File: src/rtl/core/cbct_pkg.sv
// ----------------------------------------------------------------------------
// Block cache tag manager package
// Transaction payload types, cell control and read-out types, cell op codes.
// ----------------------------------------------------------------------------
package cbct_pkg;

  localparam logic [1:0] MODE_READ  = 2'd0;
  localparam logic [1:0] MODE_WRITE = 2'd1;
  localparam logic [1:0] MODE_CLOSE = 2'd2;

  // operation applied to the cell holding the token
  localparam logic [2:0] OP_NOP    = 3'd0;
  localparam logic [2:0] OP_FILL   = 3'd1;
  localparam logic [2:0] OP_SETREF = 3'd2;
  localparam logic [2:0] OP_CLRREF = 3'd3;
  localparam logic [2:0] OP_INVAL  = 3'd4;

  typedef struct packed {
    logic [1:0]  mode;
    logic [31:0] file_id;
    logic [31:0] block_number;
  } in_t;

  typedef struct packed {
    logic        hit;
    logic [3:0]  entry_index;
    logic        writeback;
    logic [31:0] wb_file_id;
    logic [31:0] wb_block;
    logic        last;
  } out_t;

  typedef struct packed {
    logic        restart;
    logic        shift;
    logic [2:0]  op;
  } cell_ctl_t;

  typedef struct packed {
    logic [31:0] file_tag;
    logic [31:0] block_tag;
  } key_t;

  typedef struct packed {
    logic        valid;
    logic        refd;
    logic        match_file;
    logic        match_blk;
    logic [31:0] file_tag;
    logic [31:0] block_tag;
  } cell_rd_t;

endpackage

File: src/rtl/core/cbct_cell.sv
// ----------------------------------------------------------------------------
// Block cache tag cell
// One cache entry plus one stage of the token ring. The cell holding the
// token drives its state on the read-out bus and takes the current op.
// ----------------------------------------------------------------------------
module cbct_cell #(
  parameter bit IS_FIRST = 1'b0
) (
  input  logic                clk,
  input  logic                rst_n,
  input  cbct_pkg::cell_ctl_t ctl,
  input  cbct_pkg::key_t      key,
  input  logic                tok_in,
  output logic                tok_out,
  output cbct_pkg::cell_rd_t  rd
);

  logic        tok_r,   tok_nxt;
  logic        valid_r, valid_nxt;
  logic        ref_r,   ref_nxt;
  logic [31:0] file_r;
  logic [31:0] block_r;

  always_comb begin
    tok_nxt = tok_r;
    if (ctl.restart) begin
      tok_nxt = IS_FIRST;
    end else if (ctl.shift) begin
      tok_nxt = tok_in;
    end
  end

  always_comb begin
    valid_nxt = valid_r;
    ref_nxt   = ref_r;
    if (tok_r) begin
      case (ctl.op)
        cbct_pkg::OP_FILL: begin
          valid_nxt = 1'b1;
          ref_nxt   = 1'b1;
        end
        cbct_pkg::OP_SETREF: ref_nxt   = 1'b1;
        cbct_pkg::OP_CLRREF: ref_nxt   = 1'b0;
        cbct_pkg::OP_INVAL:  valid_nxt = 1'b0;
        default: ;
      endcase
    end
  end

  always_ff @(posedge clk) begin
    if (!rst_n) begin
      tok_r   <= 1'b0;
      valid_r <= 1'b0;
      ref_r   <= 1'b0;
    end else begin
      tok_r   <= tok_nxt;
      valid_r <= valid_nxt;
      ref_r   <= ref_nxt;
    end
  end

  always_ff @(posedge clk) begin
    if (tok_r && ctl.op == cbct_pkg::OP_FILL) begin
      file_r  <= key.file_tag;
      block_r <= key.block_tag;
    end
  end

  assign tok_out = tok_r;

  always_comb begin
    rd = '0;
    if (tok_r) begin
      rd.valid      = valid_r;
      rd.refd       = ref_r;
      rd.match_file = (file_r == key.file_tag);
      rd.match_blk  = (block_r == key.block_tag);
      rd.file_tag   = file_r;
      rd.block_tag  = block_r;
    end
  end

endmodule

File: src/rtl/core/clock_replacement_block_cache_tags.sv
// ----------------------------------------------------------------------------
// Block cache tag manager with clock replacement
// Fully associative tag store as a ring of entry cells; a token visits one
// cell per cycle for lookup, allocation, second-chance sweep and close flush.
// ----------------------------------------------------------------------------
//  channel | ports                          | payload
//  --------+--------------------------------+------------------------------
//  input   | in_valid  / in_ready  / in_data  | cbct_pkg::in_t
//  result  | out_valid / out_ready / out_data | cbct_pkg::out_t
//
// One transaction at a time; the token steps one cell per cycle. A miss fills
// the first free entry; a full miss takes at most a lookup pass, one clearing
// sweep pass, then entry 0. Close visits every entry; an unused mode gives
// only a final result. Reset clears all valid and referenced bits at once.
// A stalled result register holds the token at a due result until it drains.
// ----------------------------------------------------------------------------
module clock_replacement_block_cache_tags #(
  parameter int ENTRIES = 16
) (
  input  logic           clk,
  input  logic           rst_n,
  input  logic           in_valid,
  output logic           in_ready,
  input  cbct_pkg::in_t  in_data,
  output logic           out_valid,
  input  logic           out_ready,
  output cbct_pkg::out_t out_data
);

  localparam int IW = $clog2(ENTRIES);
  localparam int RW = $bits(cbct_pkg::cell_rd_t);

  localparam logic [2:0] ST_IDLE  = 3'd0;
  localparam logic [2:0] ST_LOOK  = 3'd1;
  localparam logic [2:0] ST_VICT  = 3'd2;
  localparam logic [2:0] ST_CLOSE = 3'd3;
  localparam logic [2:0] ST_FIN   = 3'd4;

  logic [2:0]          state_r, state_nxt;
  logic [IW-1:0]       idx_r, idx_nxt;
  logic                free_r, free_nxt;
  logic                wr_r;
  cbct_pkg::key_t      key_r;
  logic                out_valid_r;
  cbct_pkg::out_t      out_data_r;

  cbct_pkg::cell_ctl_t ctl;
  cbct_pkg::cell_rd_t  rd [ENTRIES];
  cbct_pkg::cell_rd_t  cur;
  logic [ENTRIES-1:0]  tok;
  logic [RW-1:0]       rd_or;

  logic                accept;
  logic                can_emit;
  logic                emit;
  cbct_pkg::out_t      emit_data;
  logic                idx_last;
  logic [IW+3:0]       idx_ext;
  logic [3:0]          idx4;

  // entry cell ring
  for (genvar g = 0; g < ENTRIES; g++) begin : g_cell
    cbct_cell #(.IS_FIRST(g == 0)) u_cell (
      .clk     (clk),
      .rst_n   (rst_n),
      .ctl     (ctl),
      .key     (key_r),
      .tok_in  (tok[(g + ENTRIES - 1) % ENTRIES]),
      .tok_out (tok[g]),
      .rd      (rd[g])
    );
  end

  // token is one-hot, so an OR gives the visited cell
  always_comb begin
    rd_or = '0;
    for (int i = 0; i < ENTRIES; i++) begin
      rd_or = rd_or | rd[i];
    end
  end
  assign cur = cbct_pkg::cell_rd_t'(rd_or);

  assign accept   = in_valid && in_ready;
  assign in_ready = (state_r == ST_IDLE);
  assign can_emit = !out_valid_r || out_ready;
  assign idx_last = (idx_r == IW'(ENTRIES - 1));
  assign idx_ext  = {4'b0, idx_r};
  assign idx4     = idx_ext[3:0];

  always_comb begin
    state_nxt   = state_r;
    idx_nxt     = idx_r;
    free_nxt    = free_r;
    ctl.restart = 1'b0;
    ctl.shift   = 1'b0;
    ctl.op      = cbct_pkg::OP_NOP;
    emit        = 1'b0;
    emit_data   = '0;

    case (state_r)
      ST_IDLE: begin
        if (accept) begin
          ctl.restart = 1'b1;
          idx_nxt     = '0;
          free_nxt    = 1'b0;
          case (in_data.mode)
            cbct_pkg::MODE_READ:  state_nxt = ST_LOOK;
            cbct_pkg::MODE_WRITE: state_nxt = ST_LOOK;
            cbct_pkg::MODE_CLOSE: state_nxt = ST_CLOSE;
            default:              state_nxt = ST_FIN;
          endcase
        end
      end

      ST_LOOK: begin
        if (cur.valid && cur.match_file && cur.match_blk) begin
          if (can_emit) begin
            emit                  = 1'b1;
            emit_data.hit         = 1'b1;
            emit_data.entry_index = idx4;
            emit_data.last        = 1'b1;
            ctl.op    = wr_r ? cbct_pkg::OP_SETREF : cbct_pkg::OP_NOP;
            state_nxt = ST_IDLE;
          end
        end else begin
          if (!cur.valid) begin
            free_nxt = 1'b1;
          end
          // ring wraps, so the sweep starts again at entry 0
          ctl.shift = 1'b1;
          idx_nxt   = idx_last ? '0 : idx_r + 1'b1;
          if (idx_last) begin
            state_nxt = ST_VICT;
          end
        end
      end

      ST_VICT: begin
        if (free_r ? !cur.valid : !cur.refd) begin
          if (can_emit) begin
            emit                  = 1'b1;
            emit_data.entry_index = idx4;
            emit_data.writeback   = !free_r;
            emit_data.wb_file_id  = free_r ? 32'd0 : cur.file_tag;
            emit_data.wb_block    = free_r ? 32'd0 : cur.block_tag;
            emit_data.last        = 1'b1;
            ctl.op    = cbct_pkg::OP_FILL;
            state_nxt = ST_IDLE;
          end
        end else begin
          // full cache: second chance for referenced entries; else skip taken entries
          ctl.op    = free_r ? cbct_pkg::OP_NOP : cbct_pkg::OP_CLRREF;
          ctl.shift = 1'b1;
          idx_nxt   = idx_last ? '0 : idx_r + 1'b1;
        end
      end

      ST_CLOSE: begin
        if (cur.valid && cur.match_file) begin
          if (can_emit) begin
            emit                  = 1'b1;
            emit_data.entry_index = idx4;
            emit_data.writeback   = 1'b1;
            emit_data.wb_file_id  = cur.file_tag;
            emit_data.wb_block    = cur.block_tag;
            ctl.op    = cbct_pkg::OP_INVAL;
            ctl.shift = 1'b1;
            idx_nxt   = idx_last ? '0 : idx_r + 1'b1;
            if (idx_last) begin
              state_nxt = ST_FIN;
            end
          end
        end else begin
          ctl.shift = 1'b1;
          idx_nxt   = idx_last ? '0 : idx_r + 1'b1;
          if (idx_last) begin
            state_nxt = ST_FIN;
          end
        end
      end

      ST_FIN: begin
        if (can_emit) begin
          emit           = 1'b1;
          emit_data.last = 1'b1;
          state_nxt      = ST_IDLE;
        end
      end

      default: state_nxt = ST_IDLE;
    endcase
  end

  always_ff @(posedge clk) begin
    if (!rst_n) begin
      state_r     <= ST_IDLE;
      idx_r       <= '0;
      free_r      <= 1'b0;
      out_valid_r <= 1'b0;
    end else begin
      state_r <= state_nxt;
      idx_r   <= idx_nxt;
      free_r  <= free_nxt;
      if (emit) begin
        out_valid_r <= 1'b1;
      end else if (out_ready) begin
        out_valid_r <= 1'b0;
      end
    end
  end

  always_ff @(posedge clk) begin
    if (accept) begin
      key_r.file_tag  <= in_data.file_id;
      key_r.block_tag <= in_data.block_number;
      wr_r            <= (in_data.mode == cbct_pkg::MODE_WRITE);
    end
    if (emit) begin
      out_data_r <= emit_data;
    end
  end

  assign out_valid = out_valid_r;
  assign out_data  = out_data_r;

endmodule

File: config.mk
export PLATFORM = sky130hd
export DESIGN_NAME = clock_replacement_block_cache_tags
export DESIGN_NICKNAME = d
export VERILOG_FILES = /design/src/rtl/core/cbct_pkg.sv /design/src/rtl/core/cbct_cell.sv /design/src/rtl/core/clock_replacement_block_cache_tags.sv
export SDC_FILE = /design/constraint.sdc
export NUM_CORES = 2
export LEC_CHECK = 0
export BUFFER_PORTS_ARGS = -buffer_cell sky130_fd_sc_hd__clkbuf_2
export CAP_MARGIN = 20
export CORE_MARGIN = 3
export CORE_UTILIZATION = 45
export DETAILED_ROUTE_END_ITERATION = 12
export HOLD_SLACK_MARGIN = 0.06
export SYNTH_ARGS = -nofsm -noshare
export SYNTH_HDL_FRONTEND = slang
export SYNTH_SLANG_ARGS = --single-unit
File: constraint.sdc
create_clock -name clk -period 10.19 [get_ports clk]
set_input_delay 0.5095 -clock clk [delete_from_list [all_inputs] [get_ports clk]]
set_output_delay 0.5095 -clock clk [all_outputs]
set_load 0.02 [all_outputs]
# == Word level (Yosys, flattened, before mapping) ==
# Cells that the tools add are included.
# word_totals
latch_bits,0
output_inout_bits,73
ff_bits,1217
rom_bits,0
memories,0
ramBits,0
wordCells,305
# op_classes
n_bitwise,16
n_mux,74
shifts,0
n_reduce_logical,71
mul,0
magnitude_cmp,0
n_addsub,1
div,0
n_eq_ne,50
# ops
op,count
$mux W68,16
$eq A32 B32 Y1,32
$or A68 B68 Y68,15
$mux W70,2
$mux W69,2
$pmux W65 S2,1
$reduce_and A2 Y1,33
$mux W32,2
$mux W4,8
$mux W3,10
$pmux W4 S3,2
$logic_and A1 B1 Y1,19
$mux W1,18
$pmux W4 S4,1
$pmux W3 S5,1
$eq A3 B2 Y1 const B,4
$reduce_bool A2 Y1,5
$mux W2,4
$ne A2 B2 Y1 const B,4
$reduce_and A4 Y1,2
$eq A3 B1 Y1 const B,2
$eq A3 B3 Y1 const B,2
$ne A3 B3 Y1 const B,2
$pmux W1 S2,3
17 further kinds,22

# == Depth between registers and ports, before layout ==
# depth
word_depth,25
mapped_depth,14
depth_no_buf,9

# == Modules after synthesis ==
# A second synthesis with hierarchy kept.
# hier_totals
hier_cells,4538
area_unflattened_um2,58977.8
# by_module_without_submodules
module,area_per_inst_um2,cells_per_inst,seq_area_each_um2,n_inst
cbct_cell,3218.1,243,1981.9,16
clock_replacement_block_cache_tags,7488.4,650,4264.1,1

# == Worst setup path after synthesis ==
# Ideal clock, no wire load.
# synth_timing
path_kind,reg2reg
from,reg key_r[58] (netlist bit)
to,"reg out_data_r (netlist bit out_data[0]), enable pin"
setup_time_ns,0.524
slack_ns,3.772
stages_incl_launch_ff,13
path_buffers,3
t_arrival_ns,5.895
path_cell_list,edfxtp_1 > buf_4 > buf_6 > xor2_1 > nor4_1 > nand4_1 > or4_1 > nand4_1 > or4_4 > and3_4 > buf_6 > o21ai_0 > a21oi_1
# synth_via
elab_chain_len,21
word_cells_on_any_way,52
classes_between,eq/ne: 16; mux: 19; bitwise: 15; reduce/logical: 2
# synth_lines
element,line_no,source
"start, declared",clock_replacement_block_cache_tags.sv:43,cbct_pkg::key_t key_r;
$eq A32 B32 Y1,cbct_cell.sv:76,rd.match_file = (file_r == key.file_tag);
$mux W68,cbct_cell.sv:73,if (tok_r) begin
$or A68 B68 Y68 (14 in a row),clock_replacement_block_cache_tags.sv:78,rd_or = rd_or | rd[i];
$or A68 B68 Y68 *,clock_replacement_block_cache_tags.sv:78,
$logic_and A1 B1 Y1 *,"clock_replacement_block_cache_tags.sv:116, clock_replacement_block_cache_tags.sv:159",
$logic_and A1 B1 Y1,clock_replacement_block_cache_tags.sv:116,if (cur.valid && cur.match_file && cur.match_blk) begin
$mux W1,clock_replacement_block_cache_tags.sv:116,
$pmux W1 S4 *,clock_replacement_block_cache_tags.sv:100,case (state_r)
net emit,clock_replacement_block_cache_tags.sv:55,logic emit;
"end signal, assigned",clock_replacement_block_cache_tags.sv:219,out_data_r <= emit_data;
"end, declared",clock_replacement_block_cache_tags.sv:45,cbct_pkg::out_t out_data_r;
# Mark *: on every way through the listed nets, which the timed path passes. The rest lies on a longest branch.
# A chain may end at the register's enable or synchronous reset.

# == Final worst setup path ==
# layout_timing
from,reg g_cell[9].u_cell.tok_r
to,"reg out_data_r (netlist bit out_data[58]), enable pin"
# layout_via
elab_chain_len,12
word_cells_on_any_way,17
classes_between,mux: 6; bitwise: 7; reduce/logical: 4
# layout_lines
element,line_no,source
"start, declared",cbct_cell.sv:18,"logic tok_r, tok_nxt;"
"start signal, assigned",cbct_cell.sv:56,tok_r <= tok_nxt;
$mux W68 *,cbct_cell.sv:73,
$or A68 B68 Y68 * (7 in a row),clock_replacement_block_cache_tags.sv:78,
$logic_not A1 Y1 or $logic_and A1 B1 Y1 (tied branches),"clock_replacement_block_cache_tags.sv:139, clock_replacement_block_cache_tags.sv:116, clock_replacement_block_cache_tags.sv:159",
$mux W1 or $logic_and A1 B1 Y1 (tied branches),"clock_replacement_block_cache_tags.sv:139, clock_replacement_block_cache_tags.sv:116",
"$mux W1, on equally long branches","clock_replacement_block_cache_tags.sv:139, clock_replacement_block_cache_tags.sv:116",
$pmux W1 S4 *,clock_replacement_block_cache_tags.sv:100,
net emit,clock_replacement_block_cache_tags.sv:55,
# Marks and branches as above.

==> impl_results.rst <==
.. list-table::
   :header-rows: 1

   * - Metric
     - Value
   * - Mapped Area
     - 56490 um2
   * - Number of clock buffers inserted by TritonCTS
     - 137
   * - Yosys warning count
     - 0
   * - Routability congestion estimate from global placement
     - 1.115
   * - Cell chain of the critical path
     - buf_4 > inv_1 > nor4_1 > nand3_1 > o2111ai_1 > nor4_1 > buf_4 > a21oi_1 > o21ai_0 > a21oi_4 > buf_4 > buf_4
   * - Register clock-pin slew on the reported worst setup and hold paths
     - 0.06 ns
   * - Total of endpoints with negative setup slack in the final report
     - 0
   * - Final worst-path cycle share
     - 0.5776
   * - Htree depth
     - 4
   * - Maximum clock frequency
     - 169.9 MHz
   * - Avg Vias per Cell
     - 6.758
   * - Most repeated cell in the gate-level netlist after synthesis
     - sky130_fd_sc_hd__edfxtp_1
   * - Post-detailed-route DRC marker count
     - 0
   * - Pin count of the biggest net entering global routing
     - 49
   * - Synthesis-to-layout area growth
     - 12.63%
   * - Buffer type at the clock tree root
     - sky130_fd_sc_hd__clkbuf_16
   * - Number of rows created at floorplan
     - 129
   * - DRT antenna net count
     - 0
   * - Initial antenna violation count
     - 11
   * - Result of the run
     - finished clean
   * - Worst ir drop on vdd
     - 150.2 uV
   * - Crit path top cell by count
     - sky130_fd_sc_hd__buf_4
   * - HPWL after detailed placement
     - 159500 um
   * - Initial Utilization
     - 0.4551
   * - Worst-case headroom to the max-slew limit
     - 0.1260
   * - Number of filler instances in the final layout
     - 10356
   * - Clk_lat worst skew
     - 0.79 ns
   * - Reg-to-Reg Start
     - g_cell[9].u_cell.tok_out
   * - Worst clock skew on the final layout
     - 0.04048 ns
   * - Family of cells with the greatest summed delay on the critical path
     - buffers and inverters
   * - Gates resized, CTS repair
     - 0
   * - Worst setup path category
     - register to register
   * - DR vias
     - 39106
   * - Required time of the critical path
     - 10.60 ns
   * - Maximum fanout encountered on the critical timing path
     - 47
   * - Number of library cell types mapped by synthesis
     - 59
   * - Total negative setup slack
     - 0 ns
   * - Max-capacitance violation count
     - 0
   * - Post-layout minimum cycle time
     - 5.886 ns
   * - Startpoint of the worst hold path
     - in_data[64]
   * - End of the worst register-to-register path
     - out_data[58]
   * - Number of stages on the worst setup path
     - 12
   * - Worst EP arrival
     - 6.30 ns
   * - Instance count after placement with tap cells included
     - 5463
   * - Cell with the largest stage delay on the worst path
     - sky130_fd_sc_hd__buf_4
   * - Final count of hold timing violations
     - 0
   * - Count of boundary I/O pins
     - 143
   * - Portion of synthesized cell area occupied by the leading cell type
     - 0.6167
   * - Wire length of the first global-routing pass
     - 319100 um
   * - Biggest area contributors in the synthesized netlist
     - sky130_fd_sc_hd__edfxtp_1, sky130_fd_sc_hd__xnor2_1, sky130_fd_sc_hd__xor2_1, sky130_fd_sc_hd__a221oi_1, sky130_fd_sc_hd__a22o_1
   * - Fraction of layout cells with a size suffix above 1
     - 0.1320
   * - Core Area
     - 124100 um2
   * - Number of cell instances on the worst register-to-register path
     - 12
   * - Wirelength, routed
     - 239700 um
   * - Mean cell area of the mapped netlist
     - 14.67 um2
   * - Post-synth top cells
     - sky130_fd_sc_hd__edfxtp_1, sky130_fd_sc_hd__xnor2_1, sky130_fd_sc_hd__xor2_1
   * - Wire length per cell
     - 41.42 um
   * - Max clock buf depth
     - 3
   * - CTS tree
     - yes
   * - Register area share after synthesis
     - 0.6369
   * - Number of flip-flops and latches in the synthesized netlist
     - 1217
   * - Number of enable-type register cells in the synthesized netlist
     - 1160
   * - DRT iter0 DRCs
     - 7594
   * - Total iterations of the first detailed-routing run
     - 8
   * - Depth of the worst hold-timing path
     - 2
   * - Standby leakage power
     - 19.25 nW
   * - Delay of the slowest critical-path stage
     - 0.81 ns
   * - Non-Filler Instances
     - 5787
   * - Final slew viol count
     - 0
   * - Endpoint, Worst Hold
     - wr_r
   * - Setup repair after global routing missed its margin
     - false
   * - Total Nets Final
     - 4106
   * - Post-synthesis cell type with the largest combined area
     - sky130_fd_sc_hd__edfxtp_1
   * - Via count of the first global-routing pass
     - 35395
   * - Power per standard cell area
     - 217.1 nW/um2
   * - Actual transition at the worst max-transition pin
     - 1.311 ns
   * - Die area
     - 129800 um2
   * - Total global-route track usage
     - 0.3603
   * - Setup slack of the most critical reg-to-reg path
     - 4.30 ns
   * - Chip Height
     - 360.3 um
   * - Net Count, Synth
     - 3922
   * - Number of clock sinks
     - 1217
   * - Async set or reset register ratio after synthesis
     - 0
   * - Sum of overflow across all layers after global routing
     - 0
   * - Critical path startpoint category
     - register
   * - Primary flip-flop cell chosen by synthesis mapping
     - sky130_fd_sc_hd__edfxtp_1
   * - Syn Inst Count
     - 3851
   * - Endpoint type of the worst setup path
     - register
   * - Die width
     - 360.3 um
   * - Buffers & Inverters on Critical Path
     - 5
   * - Port bufs
     - 142
   * - Class of the worst hold path
     - primary input to register
==> routing by layer <==
metal	global-route usage	share of wire	wire length, um
met5	0	0.00019	46
met4	0.09018	0.025	6014
met3	0.1498	0.17	39580
met2	0.4927	0.41	98150
met1	0.5281	0.40	95920
==> final cells by class <==
type | count | area, um2 | share of cell area
Tap cell | 1637 | 2048 | 0.03219
Clock buffer | 181 | 3677 | 0.05780
Clock inverter | 67 | 629.4 | 0.009892
Inverter | 32 | 122.6 | 0.001927
Timing Repair Buffer | 328 | 2255 | 0.03544
Antenna cell | 6 | 15.01 | 0.0002360
Multi-Input combinational cell | 2319 | 18840 | 0.2961
Sequential cell | 1217 | 36030 | 0.5664
==> kinds of logic (layout without fill, tap and decap cells) <==
kind of cell,after synthesis,count (layout),share of synthesized area
adder cells (fa/ha/maj),1,1,0.0002215
other,0,6,0
AND/OR/NAND/NOR,583,583,0.05939
buffers and inverters,315,608,0.03123
AO/OA/AOI/OAI,698,698,0.1111
flip-flops,1217,1217,0.6369
multiplexers,16,16,0.002835
XOR/XNOR,1021,1021,0.1583
==> cells in the final DEF (no fill, tap or decap), types with 31 or more instances in the layout <==
master                          Yosys  routed
sky130_fd_sc_hd__buf_4             81     115
sky130_fd_sc_hd__a221oi_1         201     201
sky130_fd_sc_hd__and3_1            81      65
sky130_fd_sc_hd__clkbuf_16          0     140
sky130_fd_sc_hd__nor4_1           102     102
sky130_fd_sc_hd__a31oi_1           32      32
sky130_fd_sc_hd__xor2_1           336     336
sky130_fd_sc_hd__inv_1             32      31
sky130_fd_sc_hd__a22o_1           200     200
sky130_fd_sc_hd__dfxtp_1           57      41
sky130_fd_sc_hd__a22oi_1          129     129
sky130_fd_sc_hd__nand4_1          188     188
sky130_fd_sc_hd__dlygate4sd3_1      0      65
sky130_fd_sc_hd__clkbuf_1         130      39
sky130_fd_sc_hd__nor2_1            59      58
sky130_fd_sc_hd__o21ai_0           39      39
sky130_fd_sc_hd__nand3_1           41      41
sky130_fd_sc_hd__a31oi_4           50      50
sky130_fd_sc_hd__nor3_1            45      45
sky130_fd_sc_hd__clkbuf_2           0     142
sky130_fd_sc_hd__nand2_1           36      36
sky130_fd_sc_hd__edfxtp_1        1160    1160
sky130_fd_sc_hd__xnor2_1          685     685
==> worst reg2reg max path, cell delays in order (launching register included) <==
cell and delay [ns]:
sky130_fd_sc_hd__dfxtp_4 0.70, sky130_fd_sc_hd__buf_4 0.78, sky130_fd_sc_hd__inv_1 0.53, sky130_fd_sc_hd__nor4_1 0.60, sky130_fd_sc_hd__nand3_1 0.14, sky130_fd_sc_hd__o2111ai_1 0.28
sky130_fd_sc_hd__nor4_1 0.16, sky130_fd_sc_hd__buf_4 0.19, sky130_fd_sc_hd__a21oi_1 0.18, sky130_fd_sc_hd__o21ai_0 0.23, sky130_fd_sc_hd__a21oi_4 0.31, sky130_fd_sc_hd__buf_4 0.81
sky130_fd_sc_hd__buf_4 0.59
==> stage by stage <==
stage	hold slack (ns)	utilization	cell area, um2	total power [mW]	setup WS (ns)
floorplan	0.4454	-	56490	7.733	3.772
global placement	0.4550	0.4722	58610	8.836	4.547
detailed placement	0.4643	0.4723	58620	8.819	4.475
CTS	0.06388	0.5122	63580	13.67	4.448
global route	0.1281	0.5125	63610	14.06	4.381
finish	0.1074	0.5126	63620	13.81	4.304
==> worst max path at each step <==
stage | start | to | slack, ns
after floorplan | key_r[58] | out_data[0] | 3.77
after global placement | g_cell[9].u_cell.tok_out | out_data[56] | 4.55
after detailed placement | g_cell[9].u_cell.tok_out | out_data[56] | 4.47
after CTS | g_cell[9].u_cell.tok_out | out_data[58] | 4.45
after global routing | g_cell[9].u_cell.tok_out | out_data[58] | 4.38
final | g_cell[9].u_cell.tok_out | out_data[58] | 4.30
==> registers in the layout, indices dropped and copies added (netlist names) <==
name and cells:
g_cell.u_cell.tok_out 16, wr_r 1, out_data 71, key_r 64, g_cell.u_cell.ref_r 16, free_r 1, g_cell.u_cell.file_r 512, state_r 3
out_valid 1, g_cell.u_cell.valid_r 16, g_cell.u_cell.block_r 512, idx4 4
==> where the power goes <==
group	switching (mW)	internal (mW)
Clock	2.12	2.80
Sequential	0.118	5.84
Combinational	2.16	0.778
==> what timing repair did <==
action / in CTS / in global routing
hold endpoints to repair: 65 / 0
hold buffers: 65 / 0
setup buffers: 0 / 0
setup endpoints to repair: 0 / 0
Note: power is estimated with default switching activity, not from simulation.
